## src/sv/search_candidate_stack_with_dedupe_defines.svh

```systemverilog
// Assertion macros shared by the candidate stack RTL.
`ifndef SEARCH_CANDIDATE_STACK_WITH_DEDUPE_DEFINES_SVH
`define SEARCH_CANDIDATE_STACK_WITH_DEDUPE_DEFINES_SVH

// Consequent must hold in the same cycle as the antecedent.
`define SCSD_ASSERT_SAME(label, clk, rst, ante, cons, msg) \
   label: assert property (@(posedge clk) disable iff (rst) (ante) |-> (cons)) \
      else $error(msg);

// Consequent must hold in the cycle after the antecedent.
`define SCSD_ASSERT_NEXT(label, clk, rst, ante, cons, msg) \
   label: assert property (@(posedge clk) disable iff (rst) (ante) |=> (cons)) \
      else $error(msg);

`endif

```

## src/sv/scsd_pkg.sv

```systemverilog
// Shared constants, codes and types of the candidate stack.
package scsd_pkg;

   localparam int SLOTS    = 16;
   localparam int KEY_W    = 256;
   localparam int ROUTE_W  = 64;
   localparam int ASKED_W  = 4;
   localparam int STATUS_W = 2;
   localparam int CMD_W    = 1;
   localparam int PTR_W    = $clog2(SLOTS);
   localparam int COUNT_W  = $clog2(SLOTS + 1);

   localparam int REQ_DATA_W = ((KEY_W + ROUTE_W + 7) / 8) * 8;
   localparam int RSP_DATA_W = ((KEY_W + ROUTE_W + ASKED_W + 7) / 8) * 8;

   // Command codes
   localparam logic [CMD_W-1:0] CMD_ADD  = 1'b0;
   localparam logic [CMD_W-1:0] CMD_NEXT = 1'b1;

   // Status codes
   localparam logic [STATUS_W-1:0] ST_ADDED    = 2'd0;
   localparam logic [STATUS_W-1:0] ST_ASKED    = 2'd1;
   localparam logic [STATUS_W-1:0] ST_RETURNED = 2'd2;
   localparam logic [STATUS_W-1:0] ST_EMPTY    = 2'd3;

   // Stack cell operations
   localparam int STK_OP_W = 2;
   localparam logic [STK_OP_W-1:0] STK_HOLD = 2'd0;
   localparam logic [STK_OP_W-1:0] STK_PREV = 2'd1;
   localparam logic [STK_OP_W-1:0] STK_NEXT = 2'd2;

   typedef struct packed {
      logic active;
      logic hit;
      logic stop;
   } scsd_token_type;

   typedef struct packed {
      logic [KEY_W-1:0]   key;
      logic [ROUTE_W-1:0] route;
   } scsd_entry_type;

endpackage

```

## src/sv/scsd_stack_cell.sv

```systemverilog
// One candidate stack entry: holds, or takes the entry of a neighbour.
module scsd_stack_cell (
   input  logic                            clock,
   input  logic [scsd_pkg::STK_OP_W-1:0]   op,
   input  scsd_pkg::scsd_entry_type        prev_entry,
   input  scsd_pkg::scsd_entry_type        next_entry,
   output scsd_pkg::scsd_entry_type        entry
);
   import scsd_pkg::*;

   scsd_entry_type entry_ff;
   scsd_entry_type entry_in;

   always_comb begin
      unique case (op)
         STK_PREV: entry_in = prev_entry;
         STK_NEXT: entry_in = next_entry;
         default:  entry_in = entry_ff;
      endcase
   end

   always_ff @(posedge clock) begin
      entry_ff <= entry_in;
   end

   assign entry = entry_ff;

endmodule
```

## config.mk

```make
export PLATFORM = sky130hd
export DESIGN_NAME = scsd_stack_cell
export DESIGN_NICKNAME = d
export VERILOG_FILES = /design/src/sv/search_candidate_stack_with_dedupe_defines.svh /design/src/sv/scsd_pkg.sv /design/src/sv/scsd_stack_cell.sv
export SDC_FILE = /design/constraint.sdc
export NUM_CORES = 1
export LEC_CHECK = 0
export ABC_AREA = 1
export BUFFER_PORTS_ARGS = -buffer_cell sky130_fd_sc_hd__buf_2
export CAP_MARGIN = 0
export CORE_AREA = 2 2 369 371
export DETAILED_ROUTE_END_ITERATION = 10
export DIE_AREA = 0 0 371 373
export PLACE_DENSITY_LB_ADDON = 0.08
export SYNTH_ARGS = -nofsm -noshare
export SYNTH_HDL_FRONTEND = slang
export SYNTH_SLANG_ARGS = --single-unit
```

## constraint.sdc

```tcl
create_clock -name clock -period 8.99 [get_ports clock]
set_input_delay 0.4495 -clock clock [delete_from_list [all_inputs] [get_ports clock]]
set_output_delay 0.4495 -clock clock [all_outputs]
set_load 0.005 [all_outputs]
```

==> impl_metrics.csv <==
group,metric,value,unit
status,status,"complete, no violations",
run,max-cap-violations,0,
power,p_leak,10.4,nW
synth,netlist_top_cells_count,"960 x nand2_1, 320 x edfxtp_1, 33 x buf_2, 29 x buf_6, 8 x buf_4",
power,ir_worst_vdd,137,uV
critical_path,crit_end,"entry[58]$_DFFE_PP_",
synth,synth_most_common_cell,"nand2_1",
synth,ys_ff_latch,320,
synth,synth_edf_count,320,
sta,finalSetupViolCount,0,
sta,slew_viol_final,0,
sta,clock.fmax,357,MHz
power,p_per_area,202,nW/um2
drt,postRouteWirelength,77000,um
clocking,hold_buffers,0,
placed_design,place_congestion,0.806,
clocking,cts_made_buffers,46,
synth,synth_warnings,0,
sta,slew_headroom,25.4,%
sta,final.min_clock_period,2.80,ns
min_path,hold_path_class,"input pin to flip-flop",
clocking,clockBufferDepth,3,
critical_path,cp_max_fo,108,
die,start_util,10.2,%
drt,firstDrtPassIters,6,
clocking,clk_root_buffer_cell,"clkbuf_16",
critical_path,startpoint,"op[0]",
synth,synth.area.top_cells,"edfxtp_1 70%, nand2_1 26%, buf_6 2.4%",
synth,synthDistinctLibCells,9,
clocking,cts.clk_slew.worst_paths,0.06,ns
clocking,cts_resized,0,
layout,stdcell_count,4131,
layout,largest_reg_flops,320,
global_routing,antenna_found_initial,51,
synth,yosys.area.top_type,"edfxtp_1",
die,die-area,138000,um2
drt,num_vias,13261,
global_routing,grt_pass1_vias,14220,
global_routing,grt_use_total,10.7,%
synth,netlist.area_leader.share,69.7,%
global_routing,grt_max_degree,141,
clocking,cts.sink_count,320,
die,ios,963,
clocking,htree_levels,2,
drt,initialDrtViolationCount,551,
critical_path,cp-end-kind,"flip-flop",
critical_path,crit_required,9.34,ns
global_routing,grt_first_pass_wirelength,106000,um
sta,finalSetupTns,0,ns
placed_design,dp_hpwl,60200,um
placed_design,dp_cells,4035,
drt,wl_per_cell,18.6,um
sta,hold_viol_final,0,
die,core,135000,um2
critical_path,crit_type,"input pin to flip-flop",
drt,ant_nets,0,
critical_path,cp-start-kind,"input pin",
synth,synthCells,1355,
drt,drc,0,
synth,async_flop_share,0,%
sta,rsz0062_at_grt,"false",
global_routing,overflow,0,
synth,synth_fp_nets,1999,
clocking,cts_tree,"yes",
clocking,cts_setup_buffers,0,
power,finalPower,4.41,mW
synth,ys_seq_area_share,69.7,%
sta,period_share,31.2,%
drt,vias_per_cell,3.21,
synth,synth_ff_type,"edfxtp_1",
die,die_w,371,um
die,num_rows,135,
synth,avgSynthCellArea,10.2,um2
layout,area_growth,58.1,%
synth,synth_area,13800,um2
placed_design,io_buffers,962,
layout,drive_gt1_share,44.1,%
die,die_y,373,um
layout,nNetsFinal,2946,
sta,worstMarginPinSlew,1.12,ns
critical_path,arrival,3.15,ns
[layer usage]
| metal | vias up | share of wire [%] | GRT usage, % |
|---|---|---|---|
| li1 | 6275 | - | - |
| met4 | 36 | 2.6 | 3.20 |
| met5 | - | 0.32 | 0 |
| met2 | 677 | 48 | 18.3 |
| met1 | 6119 | 38 | 11.6 |
| met3 | 154 | 11 | 5.14 |
[layout make-up]
class                      instances  area [um2]
antenna                           15        37.5
sequential                       320        9610
multi-input combinational        961        3630
timing repair buffer             970        4910
clock buffer                      58        1200
fill                           15427      113000
clock inverter                    23         165
inverter                           3        31.3
tap                             1781        2230
[logic make-up after synthesis]
kind of cell,share of synthesized area [%]
and+or+nand+nor,26.1
buffers and inverters,4.13
DFF,69.7
adders and majority gates,0.0907
[power breakdown]
part,switching [mW],total [mW],internal (mW),leakage (nW)
combinational,0.419,0.709,0.290,6.64
sequential,0.0556,1.96,1.91,3.12
clock,0.746,1.74,0.990,0.657
total,1.22,4.41,3.19,10.4
[stage by stage]
step / instance area (um2) / hold slack, ns / setup WS, ns / util, %
floorplan: 13800 / 0.628 / 1.38 / -
global route: 21800 / 0.0568 / 5.87 / 16.2
detailed placement: 20400 / 0.718 / 5.40 / 15.2
global placement: 20400 / 0.710 / 5.43 / 15.2
CTS: 21800 / 0.0221 / 6.09 / 16.2
finish: 21800 / 0.106 / 6.19 / 16.2
[worst max-delay path, stage by stage]
cell      delay, ns
buf_2          0.10
inv_1          0.09
ha_4           0.56
clkinv_8       0.52
buf_4          0.52
buf_4          0.46
nand2_1        0.21
nand2_1        0.06
[cells in the final DEF, fill, tap and decap left out, drive strengths merged]
cell / instances
buf: 970
nand2: 960
edfxtp: 320
clkbuf: 58
clkinv: 20
diode: 15
clkinvlp: 2
bufinv: 2
inv: 2
ha: 1
[worst min path at each step]
| stage | slack, ns | cells past startpoint | to | from |
|---|---|---|---|---|
| floorplan | 0.63 | 2 | entry[0]$_DFFE_PP_ | prev_entry[0] |
| CTS | 0.02 | 3 | entry[125]$_DFFE_PP_ | prev_entry[125] |
| global route | 0.06 | 3 | entry[243]$_DFFE_PP_ | prev_entry[243] |
| finish | 0.11 | 3 | entry[245]$_DFFE_PP_ | prev_entry[245] |
| global placement | 0.71 | 3 | entry[243]$_DFFE_PP_ | prev_entry[243] |
| detailed placement | 0.72 | 3 | entry[174]$_DFFE_PP_ | prev_entry[174] |
Power figures use the tool's default switching activity.
