$ cat config.mk
export PLATFORM = sky130hd
export DESIGN_NAME = scsd_ring_cell
export DESIGN_NICKNAME = d
export VERILOG_FILES = /design/src/sv/search_candidate_stack_with_dedupe_defines.svh /design/src/sv/scsd_pkg.sv /design/src/sv/scsd_ring_cell.sv
export SDC_FILE = /design/constraint.sdc
export NUM_CORES = 1
export LEC_CHECK = 0
export BUFFER_PORTS_ARGS = -buffer_cell sky130_fd_sc_hd__buf_2
export CAP_MARGIN = 30
export CORE_AREA = 2 2 205 207
export DETAILED_ROUTE_END_ITERATION = 7
export DIE_AREA = 0 0 207 209
export GPL_TIMING_DRIVEN = 1
export PLACE_DENSITY = 0.56
export SYNTH_ARGS = -nofsm -noshare
export SYNTH_HDL_FRONTEND = slang
export SYNTH_SLANG_ARGS = --single-unit
$ cat constraint.sdc
create_clock -name clock -period 4.9 [get_ports clock]
set_input_delay 0.735 -clock clock [delete_from_list [all_inputs] [get_ports clock]]
set_output_delay 0.735 -clock clock [all_outputs]
set_load 0.05 [all_outputs]
$ cat src/sv/search_candidate_stack_with_dedupe_defines.svh
// Assertion macros shared by the candidate stack RTL.
`ifndef SEARCH_CANDIDATE_STACK_WITH_DEDUPE_DEFINES_SVH
`define SEARCH_CANDIDATE_STACK_WITH_DEDUPE_DEFINES_SVH

// Consequent must hold in the same cycle as the antecedent.
`define SCSD_ASSERT_SAME(label, clk, rst, ante, cons, msg) \
   label: assert property (@(posedge clk) disable iff (rst) (ante) |-> (cons)) \
      else $error(msg);

// Consequent must hold in the cycle after the antecedent.
`define SCSD_ASSERT_NEXT(label, clk, rst, ante, cons, msg) \
   label: assert property (@(posedge clk) disable iff (rst) (ante) |=> (cons)) \
      else $error(msg);

`endif

$ cat src/sv/scsd_pkg.sv
// Shared constants, codes and types of the candidate stack.
package scsd_pkg;

   localparam int SLOTS    = 16;
   localparam int KEY_W    = 256;
   localparam int ROUTE_W  = 64;
   localparam int ASKED_W  = 4;
   localparam int STATUS_W = 2;
   localparam int CMD_W    = 1;
   localparam int PTR_W    = $clog2(SLOTS);
   localparam int COUNT_W  = $clog2(SLOTS + 1);

   localparam int REQ_DATA_W = ((KEY_W + ROUTE_W + 7) / 8) * 8;
   localparam int RSP_DATA_W = ((KEY_W + ROUTE_W + ASKED_W + 7) / 8) * 8;

   // Command codes
   localparam logic [CMD_W-1:0] CMD_ADD  = 1'b0;
   localparam logic [CMD_W-1:0] CMD_NEXT = 1'b1;

   // Status codes
   localparam logic [STATUS_W-1:0] ST_ADDED    = 2'd0;
   localparam logic [STATUS_W-1:0] ST_ASKED    = 2'd1;
   localparam logic [STATUS_W-1:0] ST_RETURNED = 2'd2;
   localparam logic [STATUS_W-1:0] ST_EMPTY    = 2'd3;

   // Stack cell operations
   localparam int STK_OP_W = 2;
   localparam logic [STK_OP_W-1:0] STK_HOLD = 2'd0;
   localparam logic [STK_OP_W-1:0] STK_PREV = 2'd1;
   localparam logic [STK_OP_W-1:0] STK_NEXT = 2'd2;

   typedef struct packed {
      logic active;
      logic hit;
      logic stop;
   } scsd_token_type;

   typedef struct packed {
      logic [KEY_W-1:0]   key;
      logic [ROUTE_W-1:0] route;
   } scsd_entry_type;

endpackage

$ cat src/sv/scsd_ring_cell.sv
// One asked-ring slot: stored key plus the compare stage of the scan chain.
module scsd_ring_cell (
   input  logic                          clock,
   input  logic                          reset,
   input  logic                          wr_en,
   input  logic [scsd_pkg::KEY_W-1:0]    wr_key,
   input  logic                          at_ptr,
   input  logic [scsd_pkg::KEY_W-1:0]    scan_key,
   input  scsd_pkg::scsd_token_type      prev_tok,
   output scsd_pkg::scsd_token_type      this_tok
);
   import scsd_pkg::*;

   logic               valid_ff;
   logic [KEY_W-1:0]   key_ff;
   logic [KEY_W-1:0]   slot_key;
   logic               key_eq;
   logic               key_zero;
   scsd_token_type     tok_ff;
   scsd_token_type     tok_in;

   // an unwritten slot reads as an all-zero key
   assign slot_key = valid_ff ? key_ff : '0;
   assign key_eq   = (slot_key == scan_key);
   assign key_zero = (slot_key == '0);

   always_comb begin
      tok_in.active = prev_tok.active;
      tok_in.hit    = prev_tok.hit | (~prev_tok.stop & key_eq);
      tok_in.stop   = prev_tok.stop | (at_ptr & key_zero);
   end

   always_ff @(posedge clock) begin
      if (reset) begin
         valid_ff <= 1'b0;
      end else if (wr_en) begin
         valid_ff <= 1'b1;
      end
   end

   always_ff @(posedge clock) begin
      if (wr_en) begin
         key_ff <= wr_key;
      end
   end

   always_ff @(posedge clock) begin
      if (reset) begin
         tok_ff <= '0;
      end else begin
         tok_ff <= tok_in;
      end
   end

   assign this_tok = tok_ff;

endmodule

==> summary.log <==
INFO  status         outcome=complete, no violations
INFO  power_and_ir_drop ir_drop=0.2906mV
INFO  grt            number_of_antenna_violations_at_the_first_check_in_global_routing=25
INFO  final_layout   postLayoutCellArea=0.01802mm^2
INFO  clock_tree     ctsLongestPathBuffers=3
INFO  placement      detailed_place_hpwl=53,800um
INFO  setup_path     path_common_cell=nor4_1
INFO  grt            gr-total-overflow=0
INFO  detailed_routing finalWirelength=64,460um
INFO  setup_path     max_fanout_on_critical_path=70
INFO  synthesis      netlist_instances=1,194
INFO  power_and_ir_drop share_clk_of_total_power=38.1%
INFO  synthesis      syn-mean-instance-area=11.49um^2
INFO  clock_tree     cts_root_buf=clkbuf_16
INFO  clock_tree     ctsResizeCount=0
INFO  synthesis      synth_compound_area_share=16.92%
INFO  worst_hold_path min_path_type=in2reg
INFO  setup_path     critPathMaxStageDelay=0.68ns
INFO  timing         final-hold-violation-count=0
INFO  final_layout   fillCellCount=4,027
INFO  floorplanning  die_span_x=207um
INFO  timing         slew_violations=0
INFO  floorplanning  floorplan.die.height=209um
INFO  clock_tree     post_cts_setup_buffers=0
INFO  synthesis      combinational_family_with_the_most_area_after_synthesis=simple AND/OR/NAND/NOR gates
INFO  setup_path     delay_heaviest_family_cp=simple AND/OR/NAND/NOR gates
INFO  floorplanning  die_area=0.04326mm^2
INFO  floorplanning  design.core.area=0.04129mm^2
INFO  synthesis      async_flop_share=0%
INFO  setup_path     worstSetupPathType=reg2reg
INFO  synthesis      synthSimpleGateAreaFrac=18.25%
INFO  floorplanning  floorplan.rows=75
INFO  final_layout   syn2layout_area_growth=31.31%
INFO  placement      place_area=0.01697mm^2
INFO  placement      gpl.final_weighted_congestion=0.9264
INFO  grt            grt_max_degree=122
INFO  clock_tree     clock_net_sink_count=260
INFO  final_layout   layout-drive-gt1-share=35.54%
INFO  synthesis      synth.distinct_cells=52
INFO  power_and_ir_drop p_int=0.004374W
INFO  synthesis      synth-seq-area-share=56.61%
INFO  timing         finalCritPeriodShare=75.67%
INFO  synthesis      synth.largest_area_cell=edfxtp_1
INFO  synthesis      netlist_area=0.01372mm^2
INFO  synthesis      netlist.area_leader.share=56.03%
INFO  detailed_routing drc_errors=0
INFO  final_layout   final_cell_mix=buf_2 (520), edfxtp_1 (256), nor4_1 (101), inv_1 (93), nor2_1 (82)
INFO  timing         relative_max_transition_margin=25.17%
INFO  detailed_routing firstDrtPassIters=6
INFO  timing         setup-tns-final=0ns
INFO  synthesis      number_of_flops_mapped_to_enable_cells_by_yosys=256
INFO  power_and_ir_drop pwr-share-seq=48.3%
INFO  grt            globalRouteTotalUtil=28.99%
INFO  synthesis      synth-adder-area-share=0%
INFO  floorplanning  floorplan.io_pins=522
INFO  timing         finalSetupViolations=0
INFO  synthesis      yosys_warnings=0
INFO  clock_tree     cts_made_buffers=31
INFO  timing         finClkSkew=0.01094ns
INFO  setup_path     cp.arrival=4.18ns
INFO  synthesis      number_of_nets_produced_by_synthesis=1,713
INFO  floorplanning  start_util=33.23%
INFO  final_layout   regArea=0.007771mm^2
INFO  setup_path     crit_path_cell_trace=buf_4, or4_1, nor4_1, o21ai_0, nor4_1, nand4_1, o41ai_2
INFO  timing         max_freq=269.7MHz
INFO  final_layout   area_of_combinational_cells_with_multiple_inputs=0.005482mm^2
INFO  setup_path     setup.worst_path.start_class=flop
INFO  timing         transition_at_the_pin_with_the_smallest_max_transition_slack=1.112ns
INFO  clock_tree     cts_hold_repair.buffers=0
INFO  detailed_routing detail_route.wl_per_cell=27.85um
INFO  clock_tree     tritoncts=built
INFO  detailed_routing postRouteAntennaNets=0
INFO  power_and_ir_drop pwr_density_cell=331.4mW/mm^2
INFO  final_layout   final_util=43.63%
INFO  grt            first_global_vias=13,200
INFO  final_layout   finish.net_count=2,253
INFO  synthesis      post_synth_xor_area_fraction=4.788%
INFO  clock_tree     clk_pin_slew=0.06ns
INFO  setup_path     data_required_time_of_the_worst_path=5.37ns
INFO  detailed_routing initialDrtViolationCount=1,281
INFO  clock_tree     htreeDepth=1
INFO  power_and_ir_drop combinationalPowerShare=13.5%
INFO  synthesis      biggest_area_contributors_in_the_synthesized_netlist=edfxtp_1 (56%), xnor2_1 (4.7%), nor4_1 (4.6%)
INFO  clock_tree     worstSkewPairLatency=0.57ns
INFO  timing         final.min_clock_period=3.708ns
INFO  job            drv_cap=0
INFO  power_and_ir_drop design_power_total=0.005970W
INFO  placement      port_buffers=521
INFO  final_layout   final_common_cell=buf_2
INFO  setup_path     critical_path.n_buffers_inverters=1
INFO  synthesis      muxShareOfSynthArea=0%
INFO  detailed_routing num_vias=13,090
INFO  power_and_ir_drop total_leakage_power=7.012nW
INFO  detailed_routing vias_per_cell=5.658
INFO  synthesis      synth_seq_cells=260
INFO  setup_path     master_of_the_slowest_instance_on_the_critical_path=nor4_1
INFO  grt            grt_first_pass_wirelength=90,340um
INFO  timing         rsz_0062_raised_after_global_routing=false
INFO  power_and_ir_drop power.switching_fraction=26.72%
INFO  power_and_ir_drop p_sw=0.001595W
INFO  setup_path     end_kind=flop
INFO  synthesis      yosys_most_used_dff=edfxtp_1
## path summary, 6_finish.rpt
kind | startpoint | endpoint | slack, ns | cells after the start
hold / removal | wr_key[162] | key_ff[162] | 0.33 | 1
setup / recovery | valid_ff | this_tok[1] | 1.19 | 7
setup reg to reg | valid_ff | this_tok[1] | 1.19 | 7
hold reg to reg | key_ff[141] | this_tok[0] | 0.94 | 5
## final cells by class
| class | instances | share of cell area [%] |
|---|---|---|
| inverter | 93 | 1.938 |
| clock buffer | 41 | 4.848 |
| sequential | 260 | 43.13 |
| multi-input combinational | 821 | 30.43 |
| antenna | 19 | 0.2639 |
| tap | 539 | 3.743 |
| timing repair buffer | 527 | 14.97 |
| clock inverter | 14 | 0.6737 |
## Yosys cell counts (all sizes together) (23+ instances only)
cell and instances:
a22oi 61, a31o 39, edfxtp 256, inv 93
nand2 39, nand2b 30, nand3 39, nand4 26
nor2 82, nor2b 27, nor4 102, nor4bb 23
o21ai 78, o22ai 32, o31ai 27, xnor2 73
## metrics by stage
stage | std cells | setup slack (ns) | hold slack, ns
after detailed placement | 2239 | 1.423 | 0.9131
after floorplan | 1194 | 2.495 | 0.7235
after CTS | 2294 | 1.429 | 0.3022
after global placement | 2239 | 1.534 | 0.9118
after global routing | 2309 | 1.087 | 0.2959
final | 2314 | 1.192 | 0.3329
## worst reg2reg max path, stage by stage (launching register included)
cell and delay, ns:
dfxtp_4 0.59, buf_4 0.35, or4_1 0.56, nor4_1 0.68
o21ai_0 0.23, nor4_1 0.57, nand4_1 0.23, o41ai_2 0.39
## flip-flops by register name, indices dropped and copies added, names as in the netlist
register	count
key_ff	256
valid_ff	1
this_tok	3
## cells by family (layout without fill, tap and decap cells)
group,after synthesis,after routing
DFF,260,260
buffers and inverters,113,675
and+or+nand+nor,423,423
xor gates and xnor gates,75,75
AOI/OAI and AO/OA,323,323
other,0,19
## power by group through the flow
stage | clock network (W) | logic, W | registers, W
3_5_place_dp | 0 | 0.000800 | 0.00293
2_1_floorplan | 0 | 0.000355 | 0.00281
4_1_cts | 0.00232 | 0.000804 | 0.00288
5_1_grt | 0.00241 | 0.000876 | 0.00291
6_report | 0.00228 | 0.000808 | 0.00289
3_3_place_gp | 0 | 0.000788 | 0.00292
## per-layer routing
| layer | share of wire (%) | track usage, % | vias up |
|---|---|---|---|
| met4 | 4.1 | 10.94 | 16 |
| met3 | 8.5 | 7.665 | 129 |
| met5 | 0.17 | 0 | - |
| li1 | - | - | 5917 |
| met2 | 48 | 49.39 | 672 |
| met1 | 39 | 35.14 | 6359 |
Power figures use the tool's default switching activity.
